$ cat config.mk
export PLATFORM = sky130hd
export DESIGN_NAME = rbvp_cross
export DESIGN_NICKNAME = d
export VERILOG_FILES = /design/src/sv/rbvp_pkg.sv /design/src/sv/rbvp_cross.sv
export SDC_FILE = /design/constraint.sdc
export NUM_CORES = 2
export LEC_CHECK = 0
export BUFFER_PORTS_ARGS = -buffer_cell sky130_fd_sc_hd__clkbuf_2
export CELL_PAD_IN_SITES_DETAIL_PLACEMENT = 1
export CELL_PAD_IN_SITES_GLOBAL_PLACEMENT = 2
export CORE_MARGIN = 2
export CORE_UTILIZATION = 44
export DETAILED_ROUTE_END_ITERATION = 16
export PLACE_DENSITY_LB_ADDON = 0.1
export SLEW_MARGIN = 0
export SYNTH_ARGS = -nofsm -noshare
export SYNTH_HDL_FRONTEND = slang
export SYNTH_SLANG_ARGS = --single-unit
$ cat constraint.sdc
create_clock -name clk -period 9.3 [get_ports clk]
set_input_delay 1.395 -clock clk [delete_from_list [all_inputs] [get_ports clk]]
set_output_delay 1.395 -clock clk [all_outputs]
set_load 0.05 [all_outputs]
$ cat src/sv/rbvp_pkg.sv
package rbvp_pkg;

  typedef enum logic [2:0] {
    ST_OK       = 3'd0,
    ST_SRC_NORM = 3'd1,
    ST_TGT_NORM = 3'd2,
    ST_SRC_ZERO = 3'd3,
    ST_TGT_ZERO = 3'd4
  } rbvp_status_t;

  typedef enum logic {
    CFG_UNIT_TOL = 1'b0,
    CFG_ZERO_THR = 1'b1
  } rbvp_cfg_idx_t;

  typedef struct packed {
    logic s1;
    logic s2;
  } rbvp_stage_en_t;

  localparam logic [31:0] UNIT_TOL_RST = 32'd26844;
  localparam logic [31:0] ZERO_THR_RST = 32'd0;

endpackage

$ cat src/sv/rbvp_cross.sv
module rbvp_cross
  import rbvp_pkg::*;
#(
  parameter int CW = 16,
  parameter int FB = 14
) (
  input  logic                 clk,
  input  rbvp_stage_en_t       en,
  input  logic signed [CW-1:0] n [3],
  input  logic signed [CW-1:0] o [3],
  output logic signed [CW-1:0] r [3]
);

  localparam int XW = ((2*CW+1 > FB+1) ? 2*CW+1 : FB+1) + 1;
  localparam logic signed [XW-1:0] SMAX = {{(XW-CW+1){1'b0}}, {(CW-1){1'b1}}};
  localparam logic signed [XW-1:0] SMIN = {{(XW-CW+1){1'b1}}, {(CW-1){1'b0}}};
  localparam logic signed [XW-1:0] RND  = {{(XW-1){1'b0}}, 1'b1} << (FB-1);

  // stage 1: raw products of n x o
  logic signed [2*CW-1:0] p_r   [6];
  logic signed [2*CW-1:0] p_nxt [6];
  logic signed [CW-1:0]   r_nxt [3];

  always_comb begin
    p_nxt[0] = n[1] * o[2];
    p_nxt[1] = n[2] * o[1];
    p_nxt[2] = n[2] * o[0];
    p_nxt[3] = n[0] * o[2];
    p_nxt[4] = n[0] * o[1];
    p_nxt[5] = n[1] * o[0];
  end

  always_ff @(posedge clk) begin
    if (en.s1) begin
      p_r <= p_nxt;
    end
  end

  // stage 2: difference, round half up, saturate
  always_comb begin
    logic signed [XW-1:0] d;
    logic signed [XW-1:0] q;
    for (int k = 0; k < 3; k++) begin
      d = XW'(p_r[2*k]) - XW'(p_r[2*k+1]) + RND;
      q = d >>> FB;
      if (q > SMAX) begin
        r_nxt[k] = SMAX[CW-1:0];
      end else if (q < SMIN) begin
        r_nxt[k] = SMIN[CW-1:0];
      end else begin
        r_nxt[k] = q[CW-1:0];
      end
    end
  end

  always_ff @(posedge clk) begin
    if (en.s2) begin
      r <= r_nxt;
    end
  end

endmodule

Word level (Yosys, flattened, before mapping)
Cells that the tools add are included.

cells by class
  add/sub/neg operators = 6
  $mul = 6
  order comparisons = 6
  mux-type cells = 3

operators with widths
  kind                                                                    count
  16-bit by 16-bit multiplier with 32-bit output                          6
  33-bit by 15-bit adder with 34-bit output, second input constant        3
  32-bit by 32-bit subtractor with 33-bit output                          3
  20-bit by 16-bit > comparator with 1-bit output, second input constant  3
  20-bit by 16-bit < comparator with 1-bit output, second input constant  3
  16-bit 2-to-1 mux                                                       3

word-level totals
  bits in registers = 240
  input port bits = 99
  output and inout port bits = 48
  word-level logic and storage cells = 30

Longest topological paths before layout
  depth after elaboration = 4
  depth in mapped cells = 25
  mapped depth without buffers = 24

Worst setup path before layout
No wires, ideal clock.

  path kind = in2reg
  start = input n[11] (netlist bit)
  end = register p_r[126] (netlist bit), data pin
  library setup time = 0.266 ns
  arrival = 7.226 ns
  required time = 9.034 ns
  path slack = 1.808 ns
  stages on the path = 22
  buffers on the path = 1
  path through = clkbuf_1 -> nand2_1 -> fa_1 -> fa_1 -> fa_1 -> inv_1 -> fa_1 -> fa_1 -> inv_1 -> fa_1 -> inv_1 -> ha_1 -> and3_1 -> a221oi_1 -> nand2_1 -> a21oi_1 -> o2111ai_1 -> a21oi_1 -> nor2_1 -> a2111o_1 -> nand4_1 -> or3b_1

RTL lines
  element                 RTL line          source
  start: declaration      rbvp_cross.sv:9   input logic signed [CW-1:0] n [3],
  end signal: assignment  rbvp_cross.sv:35  p_r <= p_nxt;
  end: declaration        rbvp_cross.sv:20  logic signed [2*CW-1:0] p_r [6];

==> reports/metrics.cfg <==
[synth]
synth_edf_count=240
async_reset_ff_frac=0
synthCells=7348
ys_seq_area_frac=0.1018
syn_nets=9697
syn_avg_cell_area_um2=9.630
synth_area_mm2=0.07076
yosysMostFrequentCell=inv_1
ys_ff_latch=240
yosysUniqueCellTypes=78
yosysTopAreaCellShare=0.4447
ys.warnings.count=0
ys.flop_type=edfxtp_1
yosys-top-cells-count=1827 x inv_1, 1572 x fa_1, 793 x nand2_1
ys_top_cells_by_area=fa_1 44%, ha_1 12%, edfxtp_1 10%
yosys.area.top_type=fa_1

[place]
dp.cells=9479
portBuffers=146
pre_cts_ws_ps=822.5
place_hpwl_um=172700
gp_congestion=0.8540

[die]
fp.dieW_um=405.0
die_area_mm2=0.1640
rows=147
core_area_mm2=0.1602
start_util=0.4417
num_io_pins=147
fp.dieH_um=405.0

[timing]
worst_slack_ps=1443
min_period_ps=7857
rsz0062_at_grt=no
drv_slew=0
final-setup-viol-count=0
fin_worst_skew_ps=31.98
max_freq_ghz=0.1273
period_share=0.8449
hold_violations=0
fin_tns_setup_ps=0
worst_slew_pin_slew_ps=1028
holdWs_ps=853.2
slew-limit-headroom=0.3149

[cts]
cts_sinks=240
cts_setup_buffers=0
htreeDepth=2
clk_latency_ps=610
root_buffer=clkbuf_16
tritoncts=built
ctsHoldBuffers=0
clk_path_buf_depth=3
cts_made_buffers=38
cts.clk_slew.worst_paths_ps=60
cts.repair.resized=0

[setup_path]
start_kind=primary input
critical_path_arrival_ps=8200
crit_required_ps=9650
critPathCaptureType=flip-flop
cpMostUsedCell=fa_1
r2r_cells=13
cp_max_fo=21
slowest_stage=fa_1
slowest_delay_ps=550
path_class=in2reg
path_cells=clkbuf_2, nand2_1, fa_1, fa_1, fa_1, inv_1, fa_1, fa_1, inv_1, fa_1, inv_1, ha_1, and3_1, a221oi_1, nand2_1, a21oi_1, o2111ai_1, a21oi_1, nor2_1, a2111o_1, nand4_1, or3b_1

[grt]
antenna_found_initial=21
grt_overflow=0
grt_pass1_wl_um=329000
grt_max_degree=96
grt_pass1_vias=55976
grt_usage=0.2636

[detailed_routing]
num_vias=48706
vias_per_cell=5.097
drt_pre_antenna_iters=5
drc=0
drtIter0Drc=1936
wl_um=205600
antenna_left=0
routedWlPerCell_um=21.51

[run_status]
status=complete, no violations

[cells_and_area]
finalNonFillerCells=9556
num-nets-final=9708
drive_gt1_frac=0.04752
ff_latch_area_mm2=0.007207
fillers=18144
syn_to_final_growth_pct=6.387
multi_input_comb_area_mm2=0.05558

[job]
cap_violations=0

[hold_path]
hold_path_depth=3
hold_class=reg2reg

==> worst max-delay path: cells and delay by family <==
| kind | cells | cell delay, ps |
|---|---|---|
| and+or+nand+nor | 6 | 1130 |
| buffers and inverters | 4 | 690 |
| adders and majority gates | 7 | 3370 |
| AOI/OAI and AO/OA | 5 | 1570 |
==> logic make-up after synthesis <==
logic type	Yosys count	synth area share
fa+ha+maj	2250	0.5646
buf+inv	2121	0.1127
mux	6	0.0008488
simple gates	1905	0.1341
flops	240	0.1018
xor+xnor	262	0.03243
compound gates	564	0.05354
==> routing by layer <==
layer / wire [um] / vias to the layer above / global-route usage
met2: 102200 / 616 / 0.4579
met5: 83 / - / 0
li1: - / 21876 / -
met1: 91040 / 26048 / 0.3541
met4: 4835 / 12 / 0.05682
met3: 7434 / 154 / 0.03032
==> final timing paths <==
kind                                from       end  slack, ps
worst max-delay path               o[33]  p_r[126]       1440
worst min-delay path            p_r[127]     r[31]        850
worst max register to register  p_r[178]     r[35]       4950
worst min register to register  p_r[127]     r[31]        850
==> area by class of cell <==
class	count	area share
diodes	9	0.0002992
clock buffers	42	0.01311
flip-flops and latches	240	0.09573
well taps	2160	0.03590
inverters	1827	0.09110
clock inverters	26	0.003474
repair buffers	265	0.02204
multi-input cells	4987	0.7383
==> state kept, by name, summed over array words and instances (netlist names) <==
| register | count |
|---|---|
| p_r | 192 |
| r | 48 |
==> stage by stage <==
stage                     cell area (um^2)  utilization
final                                75280       0.4699
after global routing                 75260       0.4698
after CTS                            75260       0.4698
after detailed placement             74010       0.4620
after global placement               74010       0.4620
after floorplan                      70760            -
==> placed cells by master (no fill, tap or decap), drive strengths merged, types with 159 or more instances in the layout <==
cell type	count
nor2	160
ha	678
a21oi	159
clkbuf	186
inv	1833
and2	743
xnor2	192
edfxtp	240
nand2	793
fa	1572
Power is left out: the tool's default activity adds up to more than one toggle a clock period on the data nets, which glitch-free logic cannot reach.
